$ cat src/rtl/core/tstl_pkg.sv
package tstl_pkg;

    localparam int IDX_W        = 32;
    localparam int VCOUNT_W     = 31;
    localparam int CFG_IDX_W    = 1;
    localparam int QUEUE_DEPTH  = 4;

    localparam logic [CFG_IDX_W-1:0] CFG_VERTEX_COUNT = 1'b0;
    localparam logic [CFG_IDX_W-1:0] CFG_BASE_OFFSET  = 1'b1;

    // one triangle in output order, already rewound for odd positions
    typedef struct packed {
        logic [IDX_W-1:0] a;
        logic [IDX_W-1:0] b;
        logic [IDX_W-1:0] c;
    } t_vtx;

    typedef struct packed {
        logic valid;
        t_vtx vtx;
    } t_push;

    typedef struct packed {
        logic avail;
        t_vtx vtx;
    } t_head;

endpackage

$ cat src/rtl/core/tstl_front.sv
module tstl_front (
    input  logic                               i_clk,
    input  logic                               i_rst_n,
    input  logic                               i_accept,
    input  logic [tstl_pkg::IDX_W-1:0]         i_vertex_index,
    input  logic                               i_strip_start,
    input  logic [tstl_pkg::VCOUNT_W-1:0]      i_vertex_count,
    output tstl_pkg::t_push                    o_push
);

    logic [tstl_pkg::IDX_W-1:0] r_older, n_older;
    logic [tstl_pkg::IDX_W-1:0] r_newer, n_newer;
    logic [1:0]                 r_fill, n_fill;
    logic                       r_odd, n_odd;

    logic [1:0] w_fill;
    logic       w_odd;
    logic       w_dup;
    logic       w_range;
    logic       w_keep;

    function automatic logic index_ok(input logic [tstl_pkg::IDX_W-1:0] v,
                                      input logic [tstl_pkg::VCOUNT_W-1:0] cnt);
        index_ok = !v[tstl_pkg::IDX_W-1] && (v[tstl_pkg::VCOUNT_W-1:0] < cnt);
    endfunction

    always_comb begin
        // a strip start forgets the window and the parity
        w_fill  = i_strip_start ? 2'd0 : r_fill;
        w_odd   = i_strip_start ? 1'b0 : r_odd;
        w_dup   = (r_older == r_newer) || (r_newer == i_vertex_index) ||
                  (r_older == i_vertex_index);
        w_range = index_ok(r_older, i_vertex_count) && index_ok(r_newer, i_vertex_count) &&
                  index_ok(i_vertex_index, i_vertex_count);
        w_keep  = (w_fill == 2'd2) && !w_dup && w_range;

        o_push.valid = i_accept && w_keep;
        o_push.vtx.a = r_older;
        o_push.vtx.b = w_odd ? i_vertex_index : r_newer;
        o_push.vtx.c = w_odd ? r_newer : i_vertex_index;

        n_older = r_older;
        n_newer = r_newer;
        n_fill  = r_fill;
        n_odd   = r_odd;
        if (i_accept) begin
            n_older = r_newer;
            n_newer = i_vertex_index;
            n_fill  = (w_fill == 2'd2) ? 2'd2 : w_fill + 2'd1;
            // rejected triangles still advance the parity
            n_odd   = (w_fill == 2'd2) ? !w_odd : w_odd;
        end
    end

    always_ff @(posedge i_clk) begin
        if (!i_rst_n) begin
            r_older <= '0;
            r_newer <= '0;
            r_fill  <= 2'd0;
            r_odd   <= 1'b0;
        end else begin
            r_older <= n_older;
            r_newer <= n_newer;
            r_fill  <= n_fill;
            r_odd   <= n_odd;
        end
    end

endmodule

$ cat src/rtl/core/tstl_queue.sv
module tstl_queue #(
    parameter int DEPTH = tstl_pkg::QUEUE_DEPTH
) (
    input  logic            i_clk,
    input  logic            i_rst_n,
    input  tstl_pkg::t_push i_push,
    input  logic            i_pop,
    output tstl_pkg::t_head o_head,
    output logic            o_full
);

    localparam int PW = $clog2(DEPTH);
    localparam int CW = $clog2(DEPTH + 1);

    tstl_pkg::t_vtx r_mem [DEPTH];
    logic [PW-1:0]  r_wr, n_wr;
    logic [PW-1:0]  r_rd, n_rd;
    logic [CW-1:0]  r_cnt, n_cnt;

    always_comb begin
        n_wr  = r_wr;
        n_rd  = r_rd;
        n_cnt = r_cnt;
        if (i_push.valid) begin
            n_wr = (r_wr == PW'(DEPTH - 1)) ? '0 : r_wr + PW'(1);
        end
        if (i_pop) begin
            n_rd = (r_rd == PW'(DEPTH - 1)) ? '0 : r_rd + PW'(1);
        end
        if (i_push.valid && !i_pop) begin
            n_cnt = r_cnt + CW'(1);
        end else if (!i_push.valid && i_pop) begin
            n_cnt = r_cnt - CW'(1);
        end
        o_head.avail = (r_cnt != '0);
        o_head.vtx   = r_mem[r_rd];
        o_full       = (r_cnt == CW'(DEPTH));
    end

    always_ff @(posedge i_clk) begin
        if (i_push.valid) begin
            r_mem[r_wr] <= i_push.vtx;
        end
    end

    always_ff @(posedge i_clk) begin
        if (!i_rst_n) begin
            r_wr  <= '0;
            r_rd  <= '0;
            r_cnt <= '0;
        end else begin
            r_wr  <= n_wr;
            r_rd  <= n_rd;
            r_cnt <= n_cnt;
        end
    end

endmodule

$ cat src/rtl/core/tstl_back.sv
module tstl_back (
    input  logic                       i_clk,
    input  logic                       i_rst_n,
    input  tstl_pkg::t_head            i_head,
    output logic                       o_pop,
    input  logic [tstl_pkg::IDX_W-1:0] i_base_offset,
    output logic                       o_m_tvalid,
    input  logic                       i_m_tready,
    output logic [tstl_pkg::IDX_W-1:0] o_m_tdata,
    output logic                       o_m_tlast
);

    logic                       r_valid, n_valid;
    logic [tstl_pkg::IDX_W-1:0] r_data, n_data;
    logic                       r_last, n_last;
    logic [tstl_pkg::IDX_W-1:0] r_b, n_b;
    logic [tstl_pkg::IDX_W-1:0] r_c, n_c;
    logic [1:0]                 r_left, n_left;
    logic                       w_load;

    always_comb begin
        w_load  = !r_valid || i_m_tready;
        o_pop   = w_load && (r_left == 2'd0) && i_head.avail;
        n_valid = r_valid;
        n_data  = r_data;
        n_last  = r_last;
        n_b     = r_b;
        n_c     = r_c;
        n_left  = r_left;
        if (w_load) begin
            if (r_left != 2'd0) begin
                // advance through the rest of the triangle
                n_valid = 1'b1;
                n_data  = r_b + i_base_offset;
                n_last  = (r_left == 2'd1);
                n_b     = r_c;
                n_left  = r_left - 2'd1;
            end else if (i_head.avail) begin
                n_valid = 1'b1;
                n_data  = i_head.vtx.a + i_base_offset;
                n_last  = 1'b0;
                n_b     = i_head.vtx.b;
                n_c     = i_head.vtx.c;
                n_left  = 2'd2;
            end else begin
                n_valid = 1'b0;
            end
        end
        o_m_tvalid = r_valid;
        o_m_tdata  = r_data;
        o_m_tlast  = r_last;
    end

    always_ff @(posedge i_clk) begin
        r_data <= n_data;
        r_last <= n_last;
        r_b    <= n_b;
        r_c    <= n_c;
    end

    always_ff @(posedge i_clk) begin
        if (!i_rst_n) begin
            r_valid <= 1'b0;
            r_left  <= 2'd0;
        end else begin
            r_valid <= n_valid;
            r_left  <= n_left;
        end
    end

endmodule

$ cat src/rtl/core/triangle_strip_to_list.sv
// Order: a kept triangle is pushed into the triangle queue when its third strip index
// is accepted, then its first index is loaded into the output register; the other two follow.
// Throughput: one strip index per cycle while the triangle queue has room;
// a kept triangle occupies the single-word output register for its three list words.
// Reset clears the strip window, fill and parity, the queue, the output
// register's valid flag and both configuration registers.
module triangle_strip_to_list #(
    parameter int QUEUE_DEPTH = tstl_pkg::QUEUE_DEPTH
) (
    input  logic                              i_clk,
    input  logic                              i_rst_n,
    input  logic                              i_cfg_we,
    input  logic [tstl_pkg::CFG_IDX_W-1:0]    i_cfg_idx,
    input  logic [tstl_pkg::IDX_W-1:0]        i_cfg_data,
    input  logic                              i_s_tvalid,
    output logic                              o_s_tready,
    input  logic [31:0]                       i_s_tdata,  // [31:0] vertex_index
    input  logic [0:0]                        i_s_tuser,  // [0] strip_start
    output logic                              o_m_tvalid,
    input  logic                              i_m_tready,
    output logic [31:0]                       o_m_tdata,  // [31:0] list_index
    output logic                              o_m_tlast
);

    logic [tstl_pkg::VCOUNT_W-1:0] r_vertex_count;
    logic [tstl_pkg::IDX_W-1:0]    r_base_offset;

    tstl_pkg::t_push w_push;
    tstl_pkg::t_head w_head;
    logic            w_full;
    logic            w_pop;
    logic            w_accept;

    always_ff @(posedge i_clk) begin
        if (!i_rst_n) begin
            r_vertex_count <= '0;
            r_base_offset  <= '0;
        end else if (i_cfg_we) begin
            if (i_cfg_idx == tstl_pkg::CFG_VERTEX_COUNT) begin
                r_vertex_count <= i_cfg_data[tstl_pkg::VCOUNT_W-1:0];
            end else if (i_cfg_idx == tstl_pkg::CFG_BASE_OFFSET) begin
                r_base_offset <= i_cfg_data;
            end
        end
    end

    assign o_s_tready = !w_full;
    assign w_accept   = i_s_tvalid && o_s_tready;

    tstl_front u_front (
        .i_clk          (i_clk),
        .i_rst_n        (i_rst_n),
        .i_accept       (w_accept),
        .i_vertex_index (i_s_tdata),
        .i_strip_start  (i_s_tuser[0]),
        .i_vertex_count (r_vertex_count),
        .o_push         (w_push)
    );

    tstl_queue #(
        .DEPTH (QUEUE_DEPTH)
    ) u_queue (
        .i_clk   (i_clk),
        .i_rst_n (i_rst_n),
        .i_push  (w_push),
        .i_pop   (w_pop),
        .o_head  (w_head),
        .o_full  (w_full)
    );

    tstl_back u_back (
        .i_clk         (i_clk),
        .i_rst_n       (i_rst_n),
        .i_head        (w_head),
        .o_pop         (w_pop),
        .i_base_offset (r_base_offset),
        .o_m_tvalid    (o_m_tvalid),
        .i_m_tready    (i_m_tready),
        .o_m_tdata     (o_m_tdata),
        .o_m_tlast     (o_m_tlast)
    );

    a_push_not_full: assert property (@(posedge i_clk) disable iff (!i_rst_n)
        w_push.valid |-> !w_full)
        else $error("triangle pushed into a full queue");

    a_pop_has_head: assert property (@(posedge i_clk) disable iff (!i_rst_n)
        w_pop |-> w_head.avail)
        else $error("pop from an empty queue");

    a_no_gap_in_triangle: assert property (@(posedge i_clk) disable iff (!i_rst_n)
        (o_m_tvalid && i_m_tready && !o_m_tlast) |=> o_m_tvalid)
        else $error("gap inside a triangle");

endmodule

$ cat config.mk
export PLATFORM = sky130hd
export DESIGN_NAME = triangle_strip_to_list
export DESIGN_NICKNAME = d
export VERILOG_FILES = /design/src/rtl/core/tstl_pkg.sv /design/src/rtl/core/tstl_front.sv /design/src/rtl/core/tstl_queue.sv /design/src/rtl/core/tstl_back.sv /design/src/rtl/core/triangle_strip_to_list.sv
export SDC_FILE = /design/constraint.sdc
export NUM_CORES = 1
export LEC_CHECK = 0
export BUFFER_PORTS_ARGS = -buffer_cell sky130_fd_sc_hd__buf_4
export CAP_MARGIN = 20
export CORE_UTILIZATION = 60
export CTS_BUF_LIST = sky130_fd_sc_hd__clkbuf_8 sky130_fd_sc_hd__clkbuf_16
export DETAILED_ROUTE_END_ITERATION = 10
export PLACE_DENSITY = 0.82
export SYNTH_ARGS = -nofsm -noshare
export SYNTH_HDL_FRONTEND = slang
export SYNTH_SLANG_ARGS = --single-unit
export TNS_END_PERCENT = 30
$ cat constraint.sdc
create_clock -name i_clk -period 5.7 [get_ports i_clk]
set_input_delay 0.57 -clock i_clk [delete_from_list [all_inputs] [get_ports i_clk]]
set_output_delay 0.57 -clock i_clk [all_outputs]
set_load 0.05 [all_outputs]
==> reports/qor.txt, run 1 <==
Starting utilization of the core area - 61.4%
Peak supply drop - 0.445 mV
Net switching power figure - 4.64 mW
Required time worst endpoint - 6220 ps
Placer Congestion - 0.987
Drt initial violations - 2,732
Share of the clock period used by the worst path - 80.7%
Highest achievable clock rate - 0.217 GHz
Synth Register Bits - 623
Post CTS Setup Buffer Count - 0
Endpoint type of the worst setup path - flop
Final net count - 2,442
Final HPWL DP - 50.0 mm
Area of the die - 47,700 um^2
Sw Ratio - 32.0%
Internal Power - 9.86 mW
Placed standard-cell area - 29,500 um^2
Bufs on Longest Clock Path - 3
Number of antenna diodes - 0
Combinational share of power - 27.5%
Detail-routed via count per cell - 6.45
CTS tree - done
Die boundary width - 218 um
Max-cap check violation count - 0
Footprint of the multi-input gates - 10,200 um^2
Count of endpoints failing setup in the final report - 0
Count of input and output buffers - 105
Post-Synthesis Cell Area - 28,100 um^2
Power share of the clock group - 30.8%
Outcome - finished clean
Initial antenna violation count - 1
Library cell occupying the most area in the post-synthesis netlist - edfxtp_1
Worst slew margin relative to its limit - 32.8%
Wire length per cell - 27.3 um
Routed wire length - 78.8 mm
Footprint of the flip-flops and latches - 17,300 um^2
Library cells used by synthesis - 65
Standard cell core area - 45,800 um^2
LEAKAGE - 11.7 nW
Kind of launch point of the worst setup path - flop
Sum Neg Setup Slack - 0 ps
R2R depth - 13
Time the worst path needs with I/O delays and setup - 4600 ps
Row Count - 78
Drt first pass iters - 5
Class of the most critical setup path - flop to flop
Total I/O pin count - 106
Proportion of netlist area held by the largest area contributor - 51.4%
Hold Crit Class - input pin to flop
Max incr delay on CP - 780 ps
Max-slew violations - 0
PostCTS Resize Cnt - 0
Dominant cell by count in the synthesized netlist - nand2_1
Number of failing hold endpoints at the final stage - 0
Cells along the critical path - ha_1 -> a21o_1 -> a221o_1 -> a221o_1 -> a2111oi_2 -> nand4_1 -> nor3_2 -> ha_1 -> inv_1 -> fa_1 -> xor2_1 -> or3_1 -> a21oi_1
Largest net degree at the start of global routing - 97
Inserted Clock Buffers - 66
Slew of the pin with the lowest slew margin - 1000 ps
Worst hold path stage count - 3
Worst r2r dst - u_queue.r_cnt[2]$_SDFFE_PN0P_
Worst hold path endpoint - r_base_offset[31]$_SDFFE_PN0P_
Start point of the worst min-delay path - i_cfg_data[31]
Critical path fanouts, max - 8
Clk root buf - clkbuf_16
Post-route ant nets - 0
Number of enable flip-flop cells after synthesis - 481
Chip height - 218 um
Via count of the first global-routing pass - 18,349
Synth Instances - 2,160
Synth area leaders - edfxtp_1, dfxtp_1, mux4_2
Filler instances - 2,915
Warning count from the yosys run - 0
Final std cell area, no fill - 31,800 um^2
Post-CTS Hold Buffers - 0
Power density over cell area - 456 nW/um^2
Async SR Flop Fraction - 0%
Total via count in the routed design - 18,621
Total number of clock tree sinks - 623
Fraction of the yosys area taken by sequential cells - 61.5%
Clock slew at the register clock pins of the worst setup and hold paths - 60 ps
Clock tree skew after final layout - 26.4 ps
Synth-to-Final Area Change - 13.0%
Total chip power - 14.5 mW
Total global-route track usage - 33.7%
Slack of the worst reg-to-reg path - 1100 ps
GRT overflow - 0
Reg power frac - 41.7%
Insertion delay of the later-clocked pin in the worst-skew pair - 610 ps
Fraction of final layout cells sized beyond drive strength 1 - 18.4%
Startpoint of the lowest-slack register-to-register path - u_front.r_older[20]$_SDFFE_PN0P_
Unrepaired setup endpoints after global routing - no
Net count of the mapped netlist - 2,365
Most used DFF post-synth - edfxtp_1
Mapped Avg Cell Area - 13.0 um^2
H-tree depth - 3
Global-route wire length before repair - 116 mm
Arrival time at the worst endpoint - 5120 ps
Most frequent cells after synthesis - nand2_1, edfxtp_1, a21oi_1
Post-route worst hold slack - 221 ps
Number of remaining DRC errors - 0
CP max stage cell - nor3_2
cell type report:
cell class                      instances  area share (%)
Sequential cell                       623            54.4
Clock inverter                         43            1.33
Tap cell                              600            2.36
Multi-Input combinational cell       1357            32.1
Inverter                               55           0.658
Clock buffer                           76            5.77
Timing Repair Buffer                  134            3.35
worst max-delay path: cells and delay by family (launching register included):
family	cells	cell delay, ps
DFF	1	600
buffers and inverters	1	70
AOI/OAI and AO/OA	5	1330
adders and majority gates	3	1060
xor gates and xnor gates	1	190
and+or+nand+nor	3	1270
cells by family after synthesis:
family,Yosys count,share of synthesized area (%)
AND/OR/NAND/NOR,641,9.57
flip-flops,623,61.5
AO/OA/AOI/OAI,293,6.22
buffers and inverters,180,2.43
multiplexers,163,10.4
adder cells (fa/ha/maj),134,6.02
XOR/XNOR,126,3.93
flip-flops by register name, indices dropped and copies added, names as in the netlist, 3 cells and up, named ones only:
| register | count |
|---|---|
| r_base_offset | 32 |
| r_vertex_count | 31 |
| u_back.o_m_tdata | 32 |
| u_back.r_b | 32 |
| u_back.r_c | 32 |
| u_front.r_newer | 32 |
| u_front.r_older | 32 |
| u_queue.r_cnt | 3 |
| u_queue.r_mem | 384 |
layout by cell type, fill, tap and decap left out, drive strengths merged, types with 26 or more instances in the layout:
cell type	netlist	layout
nor2	38	38
mux2	62	62
nand4	29	29
nand2	490	490
ha	132	132
clkbuf	111	76
o21ai	26	26
xor2	71	71
inv	55	71
dfxtp	142	142
mux4	96	96
buf	14	134
xnor2	55	55
a21oi	187	187
edfxtp	481	481
metal layers:
metal	share of wire, %	track usage [%]
met1	37	46.0
met2	45	50.4
met3	14	9.92
met4	4.0	14.4
met5	0.019	0
power groups by stage:
stage | combinational [mW] | clock (mW) | sequential, mW
3_3_place_gp | 3.81 | 0 | 6.08
4_1_cts | 3.96 | 4.48 | 6.04
3_5_place_dp | 3.88 | 0 | 6.12
6_report | 3.98 | 4.47 | 6.05
5_1_grt | 4.22 | 4.65 | 6.09
2_1_floorplan | 2.48 | 0 | 6.35
stage by stage:
step | utilization, % | worst slack (ps) | cells
after floorplan | - | 740 | 2160
after global placement | 64.4 | 1430 | 2768
after detailed placement | 64.4 | 1280 | 2768
after CTS | 69.3 | 1270 | 2887
after global routing | 69.4 | 961 | 2888
final | 69.4 | 1100 | 2888
worst max-delay path by stage:
stage | startpoint | to | slack [ps]
6_report | u_front.r_older[20]$_SDFFE_PN0P_ | u_queue.r_cnt[2]$_SDFFE_PN0P_ | 1100
5_1_grt | r_vertex_count[1]$_SDFFE_PN0P_ | u_queue.r_cnt[2]$_SDFFE_PN0P_ | 960
4_1_cts | flop | u_back.o_m_tdata[30]$_DFFE_PP_ | 1270
3_5_place_dp | i_s_tdata[5] | u_queue.r_mem[3][22]$_DFFE_PP_ | 1280
3_3_place_gp | i_s_tdata[2] | u_queue.r_mem[3][53]$_DFFE_PP_ | 1430
2_1_floorplan | u_front.r_older[20]$_SDFFE_PN0P_ | u_queue.r_mem[3][0]$_DFFE_PP_ | 740
No activity file was read; power rests on OpenSTA's default activity.
==> run 2, diff against run 1 <==
--- a/config.mk
+++ b/config.mk
@@ -7,10 +7,10 @@
 export LEC_CHECK = 0
 export BUFFER_PORTS_ARGS = -buffer_cell sky130_fd_sc_hd__buf_4
 export CAP_MARGIN = 20
-export CORE_UTILIZATION = 60
+export CORE_UTILIZATION = 56
 export CTS_BUF_LIST = sky130_fd_sc_hd__clkbuf_8 sky130_fd_sc_hd__clkbuf_16
 export DETAILED_ROUTE_END_ITERATION = 10
-export PLACE_DENSITY = 0.82
+export PLACE_DENSITY = 0.8
 export SYNTH_ARGS = -nofsm -noshare
 export SYNTH_HDL_FRONTEND = slang
 export SYNTH_SLANG_ARGS = --single-unit
==> constraint.sdc (replaced) <==
create_clock -name i_clk -period 4.2 [get_ports i_clk]
set_input_delay 0.42 -clock i_clk [delete_from_list [all_inputs] [get_ports i_clk]]
set_output_delay 0.42 -clock i_clk [all_outputs]
set_load 0.05 [all_outputs]
==> run 2 against run 1 <==
Compared with the run above: final cell count increased by 3.1%; worst setup slack worse by 800 ps; fmax grew 18%; cell area increased by 1.3%; first-iteration DRC count is 29% lower; sequential power up 33%; sequential share of layout area fell by 0.69 points; non-clock buffer count is 26 higher; via count is 2.5% lower; register-to-register slack got worse by 800 ps; largest cell class unchanged; highest routed layer unchanged.
==> reports/qor.txt, run 2 (synthesis results as in run 1) <==
Final net count - 2,468 (was 2,442)
Row Count - 81 (was 78)
Class of the most critical setup path - flop to flop (unchanged)
Total via count in the routed design - 18,162 (was 18,621)
Final HPWL DP - 49.7 mm (was 50.0 mm)
Max-slew violations - 0 (unchanged)
Total I/O pin count - 106 (unchanged)
Area of the die - 51,100 um^2 (was 47,700 um^2)
Post-CTS Hold Buffers - 0 (unchanged)
Unrepaired setup endpoints after global routing - no (unchanged)
Footprint of the flip-flops and latches - 17,300 um^2 (unchanged)
Number of failing hold endpoints at the final stage - 0 (unchanged)
Endpoint type of the worst setup path - flop (unchanged)
CTS tree - done (unchanged)
LEAKAGE - 11.9 nW (was 11.7 nW)
Final std cells w/o fill - 2,977 (was 2,888)
Filler instances - 3,467 (was 2,915)
Post-route ant nets - 0 (unchanged)
Worst hold path stage count - 3 (unchanged)
Count of endpoints failing setup in the final report - 0 (unchanged)
Kind of launch point of the worst setup path - flop (unchanged)
Post-route worst hold slack - 69.9 ps (was 221 ps)
Placer Congestion - 0.918 (was 0.987)
Number of remaining DRC errors - 0 (unchanged)
GRT overflow - 0 (unchanged)
Clock slew at the register clock pins of the worst setup and hold paths - 60 ps (about the same)
Via count of the first global-routing pass - 18,058 (was 18,349)
Arrival time at the worst endpoint - 4420 ps (was 5120 ps)
Largest register FFs - 384 (unchanged)
Routed wire length - 74.1 mm (was 78.8 mm)
Clk root buf - clkbuf_16 (unchanged)
Most common cell after layout, fill and taps aside - nand2_1 (unchanged)
Drt first pass iters - 5 (unchanged)
Insertion delay of the later-clocked pin in the worst-skew pair - 610 ps (about the same)
Max-cap check violation count - 0 (unchanged)
Post CTS Setup Buffer Count - 0 (unchanged)
Clock tree skew after final layout - 25.9 ps (was 26.4 ps)
Outcome - finished clean (unchanged)
Synth-to-Final Area Change - 14.5% (was 13.0%)
Setup slack of the critical path after layout - 306 ps (was 1100 ps)
Detail-routed via count per cell - 6.10 (was 6.45)
Chip height - 226 um (was 218 um)
Total stage count of the critical path - 14 (was 13)
Total global-route track usage - 29.5% (was 33.7%)
R2R depth - 14 (was 13)
Starting utilization of the core area - 57.1% (was 61.4%)
Highest achievable clock rate - 0.257 GHz (was 0.217 GHz)
Count of input and output buffers - 105 (unchanged)
Post-Place Cells - 2,859 (was 2,768)
Number of antenna diodes - 0 (unchanged)
Buffer and inverter count on the worst path - 2 (was 1)
Drt initial violations - 1,928 (was 2,732)
Bufs on Longest Clock Path - 3 (unchanged)
PostCTS Resize Cnt - 0 (unchanged)
Worst slew margin relative to its limit - 28.0% (was 32.8%)
Total chip power - 19.9 mW (was 14.5 mW)
Top register by number of flip-flops - u_queue.r_mem (unchanged)
Footprint of the multi-input gates - 10,200 um^2 (about the same)
Total number of clock tree sinks - 623 (unchanged)
Global-route wire length before repair - 110 mm (was 116 mm)
Inserted Clock Buffers - 66 (unchanged)
Final std cell area, no fill - 32,200 um^2 (was 31,800 um^2)
Commonest non-fill, non-tap cells in the layout - nand2_1, edfxtp_1, a21oi_1 (unchanged)
Power density over cell area - 618 nW/um^2 (was 456 nW/um^2)
Required time worst endpoint - 4720 ps (was 6220 ps)
Pre-CTS setup slack - 320 ps (was 1280 ps)
Initial antenna violation count - 2 (was 1)
Die boundary width - 226 um (was 218 um)
Critical path fanouts, max - 3 (was 8)
Slew of the pin with the lowest slew margin - 1080 ps (was 1000 ps)
Peak supply drop - 0.376 mV (was 0.445 mV)
Wire length per cell - 24.9 um (was 27.3 um)
Max incr delay on CP - 510 ps (was 780 ps)
Final core occ - 65.3% (was 69.4%)
Time the worst path needs with I/O delays and setup - 3890 ps (was 4600 ps)
CP max stage cell - dfxtp_1 (was nor3_2)
Kind of cell with the highest combined delay on the critical path - simple AND/OR/NAND/NOR gates (was compound AO/OA/AOI/OAI gates)
Hold Crit Class - input pin to flop (unchanged)
Fraction of final layout cells sized beyond drive strength 1 - 19.5% (was 18.4%)
Cells along the critical path - inv_1 -> ha_1 -> nand4_1 -> nor2_1 -> a221o_1 -> a2111oi_2 -> nand4_1 -> nor3_2 -> ha_1 -> inv_1 -> fa_1 -> xor2_1 -> or3_1 -> a21oi_1 (was ha_1 -> a21o_1 -> a221o_1 -> a221o_1 -> a2111oi_2 -> nand4_1 -> nor3_2 -> ha_1 -> inv_1 -> fa_1 -> xor2_1 -> or3_1 -> a21oi_1)
Standard cell core area - 49,300 um^2 (was 45,800 um^2)
Sum Neg Setup Slack - 0 ps (unchanged)
Largest net degree at the start of global routing - 94 (was 97)
H-tree depth - 3 (unchanged)
Placed standard-cell area - 29,900 um^2 (was 29,500 um^2)
Share of the clock period used by the worst path - 92.7% (was 80.7%)
## run 2: worst paths after layout
check                                   from                        endpoint  slack, ps
min                            i_cfg_data[8]   r_base_offset[8]$_SDFFE_PN0P_         70
max          r_vertex_count[30]$_SDFFE_PN0P_   u_queue.r_cnt[2]$_SDFFE_PN0P_        310
min reg2reg   r_base_offset[20]$_SDFFE_PN0P_  r_base_offset[20]$_SDFFE_PN0P_        460
max reg2reg  r_vertex_count[30]$_SDFFE_PN0P_   u_queue.r_cnt[2]$_SDFFE_PN0P_        310
## run 2: layout make-up
type | count | share of cell area (%)
clock buffers | 78 | 5.75
inverters | 55 | 0.649
multi-input cells | 1357 | 31.7
flip-flops and latches | 623 | 53.7
repair buffers | 160 | 4.26
clock inverters | 40 | 1.32
well taps | 664 | 2.58
## run 2: layer usage
metal | vias to the layer above | GRT usage [%] | share of wire [%]
met4 | 4 | 9.31 | 2.3
met1 | 9024 | 41.1 | 42
met2 | 912 | 47.2 | 47
met5 | - | 0 | 0.031
met3 | 123 | 5.44 | 8.7
li1 | 8099 | - | -
## run 2: report_power, final
group	internal, mW	total [mW]	switching, mW
logic	2.27	5.74	3.47
clock network	3.65	6.07	2.42
registers	7.65	8.07	0.418
## run 2: worst reg2reg max path: cells and delay by family (launching register included)
family | cells | cell delay [ps]
flops | 1 | 510
simple gates | 5 | 1070
xor+xnor | 1 | 190
compound gates | 3 | 820
fa+ha+maj | 3 | 1020
buf+inv | 2 | 210
==> run 3, diff against run 2 <==
--- a/config.mk
+++ b/config.mk
@@ -5,7 +5,7 @@
 export SDC_FILE = /design/constraint.sdc
 export NUM_CORES = 1
 export LEC_CHECK = 0
-export BUFFER_PORTS_ARGS = -buffer_cell sky130_fd_sc_hd__buf_4
+export BUFFER_PORTS_ARGS = -buffer_cell sky130_fd_sc_hd__buf_2
 export CAP_MARGIN = 20
 export CORE_UTILIZATION = 56
 export CTS_BUF_LIST = sky130_fd_sc_hd__clkbuf_8 sky130_fd_sc_hd__clkbuf_16
==> run 3 against run 2 <==
Compared with the run above: sequential share of layout area increased by 0.41 points; worst setup slack gained 11 ps; combinational power down 2%; sequential power hardly changed; fmax grew 0.28%; critical path depth shrank 2; register-to-register slack about the same; critical path type unchanged; largest cell class unchanged.
==> reports/qor.txt, run 3 (synthesis results as in run 1) <==
Outcome - finished clean (unchanged)
Detail-routed via count per cell - 6.11 (was 6.10)
Number of remaining DRC errors - 0 (unchanged)
Inserted Clock Buffers - 61 (was 66)
Final net count - 2,477 (was 2,468)
Required time worst endpoint - 4600 ps (was 4720 ps)
Post-route ant nets - 0 (unchanged)
Die boundary width - 226 um (unchanged)
PostCTS Resize Cnt - 0 (unchanged)
GR Layer Usage met3 - 5.13% (was 5.44%)
Placer Congestion - 0.960 (was 0.918)
Largest net degree at the start of global routing - 82 (was 94)
Peak-usage layer in the global routing report - met2 (unchanged)
Total global-route track usage - 29.3% (was 29.5%)
GRT overflow - 0 (unchanged)
Count of endpoints failing setup in the final report - 0 (unchanged)
Drt first pass iters - 6 (was 5)
Worst slew margin relative to its limit - 29.0% (was 28.0%)
Number of antenna diodes - 0 (unchanged)
Total via count in the routed design - 18,265 (was 18,162)
Largest register FFs - 384 (unchanged)
Post-CTS Hold Buffers - 7 (was 0)
Wire length per cell - 24.5 um (was 24.9 um)
Via count of the first global-routing pass - 18,183 (was 18,058)
Top register by number of flip-flops - u_queue.r_mem (unchanged)
Max-slew violations - 0 (unchanged)
Internal Power - 13.4 mW (was 13.6 mW)
Slew of the pin with the lowest slew margin - 1060 ps (was 1080 ps)
Initial antenna violation count - 4 (was 2)
Placed standard-cell area - 29,600 um^2 (was 29,900 um^2)
Sw Ratio - 31.9% (was 31.7%)
Routed wire length - 73.2 mm (was 74.1 mm)
Clock slew at the register clock pins of the worst setup and hold paths - 60 ps (about the same)
Peak supply drop - 0.444 mV (was 0.376 mV)
Commonest non-fill, non-tap cells in the layout - nand2_1, edfxtp_1, a21oi_1 (unchanged)
Final HPWL DP - 49.2 mm (was 49.7 mm)
Total number of clock tree sinks - 623 (unchanged)
Met2 layer usage reported by global route - 46.3% (was 47.2%)
Total chip power - 19.6 mW (was 19.9 mW)
Endpoint type of the worst setup path - flop (unchanged)
Clock tree skew after final layout - 38.4 ps (was 25.9 ps)
LEAKAGE - 11.8 nW (was 11.9 nW)
Power density over cell area - 615 nW/um^2 (was 618 nW/um^2)
Hold Crit Class - input pin to flop (unchanged)
Highest achievable clock rate - 0.258 GHz (was 0.257 GHz)
Standard cell core area - 49,300 um^2 (unchanged)
Starting utilization of the core area - 57.1% (unchanged)
Post CTS Setup Buffer Count - 0 (unchanged)
Clk root buf - clkbuf_16 (unchanged)
Drt initial violations - 2,131 (was 1,928)
Total I/O pin count - 106 (unchanged)
Count of input and output buffers - 105 (unchanged)
Kind of launch point of the worst setup path - flop (unchanged)
Reg power frac - 41.0% (was 40.6%)
Synth-to-Final Area Change - 13.6% (was 14.5%)
Class of the most critical setup path - flop to flop (unchanged)
Row Count - 81 (unchanged)
Final std cell area, no fill - 31,900 um^2 (was 32,200 um^2)
Filler instances - 3,515 (was 3,467)
Combinational share of power - 28.5% (was 28.9%)
Critical path fanouts, max - 16 (was 3)
Area of the die - 51,100 um^2 (unchanged)
Max-cap check violation count - 0 (unchanged)
Arrival time at the worst endpoint - 4280 ps (was 4420 ps)
Net switching power figure - 6.26 mW (was 6.30 mW)
Fraction of final layout cells sized beyond drive strength 1 - 19.7% (was 19.5%)
Number of failing hold endpoints at the final stage - 0 (unchanged)
Insertion delay of the later-clocked pin in the worst-skew pair - 660 ps (was 610 ps)
Share of the clock period used by the worst path - 92.5% (was 92.7%)
Bufs on Longest Clock Path - 3 (unchanged)
CTS tree - done (unchanged)
Power share of the clock group - 30.5% (about the same)
H-tree depth - 2 (was 3)
Sum Neg Setup Slack - 0 ps (unchanged)
Global-route wire length before repair - 110 mm (about the same)
Unrepaired setup endpoints after global routing - no (unchanged)
Time the worst path needs with I/O delays and setup - 3880 ps (was 3890 ps)
Met1 layer usage reported by global route - 40.8% (was 41.1%)
Most common cell after layout, fill and taps aside - nand2_1 (unchanged)
Chip height - 226 um (unchanged)
## run 3: metal layers
layer  vias up  share of wire [%]
li1       8107                  -
met1      9012                 41
met2       991                 46
met3       153                9.2
met4         2                3.3
met5         -              0.015
## run 3: metrics by stage
| step | hold WS (ps) | instances | utilization (%) | setup WS [ps] |
|---|---|---|---|---|
| after detailed placement | 451 | 2866 | 60.1 | 377 |
| after global placement | 443 | 2866 | 60.1 | 395 |
| after global routing | 11.4 | 2987 | 64.8 | 27.3 |
| after floorplan | 436 | 2160 | - | -759 |
| after CTS | 0.170 | 2987 | 64.8 | 363 |
| final | 19.1 | 2987 | 64.8 | 317 |
## run 3: power groups by stage
stage               logic (mW)  clock network [mW]  registers, mW
global route              5.97                6.27           8.11
detailed placement        5.51                   0           8.17
global placement          5.42                   0           8.15
floorplan                 2.82                   0           8.56
finish                    5.60                5.98           8.05
CTS                       5.58                6.04           8.05
## run 3: area by class of cell
cell class                      count  area [um^2]  area share, %
Sequential cell                   623        17300           54.2
Multi-Input combinational cell   1357        10200           31.9
Clock buffer                       67         1620           5.07
Timing Repair Buffer              174         1160           3.64
Tap cell                          664          831           2.60
Clock inverter                     47          624           1.95
Inverter                           55          209          0.654
## run 3: worst max-delay path: stages (launching register included)
cell and delay (ps):
dfxtp_4 560, buf_12 220, mux4_2 520, mux2_2 300, ha_1 380, nand2_1 110
o311ai_0 440, a21oi_1 180, a31oi_1 310, a311oi_2 180, o21ai_0 200, a21oi_1 110
xnor2_1 130
## run 3: path summary, 6_finish.rpt
path	startpoint	end	slack, ps	cells past startpoint
setup / recovery	flop	u_back.o_m_tdata[30]$_DFFE_PP_	320	12
hold / removal	i_cfg_data[3]	r_base_offset[3]$_SDFFE_PN0P_	20	3
setup reg to reg	flop	u_back.o_m_tdata[30]$_DFFE_PP_	320	12
hold reg to reg	r_base_offset[6]$_SDFFE_PN0P_	r_base_offset[6]$_SDFFE_PN0P_	460	2
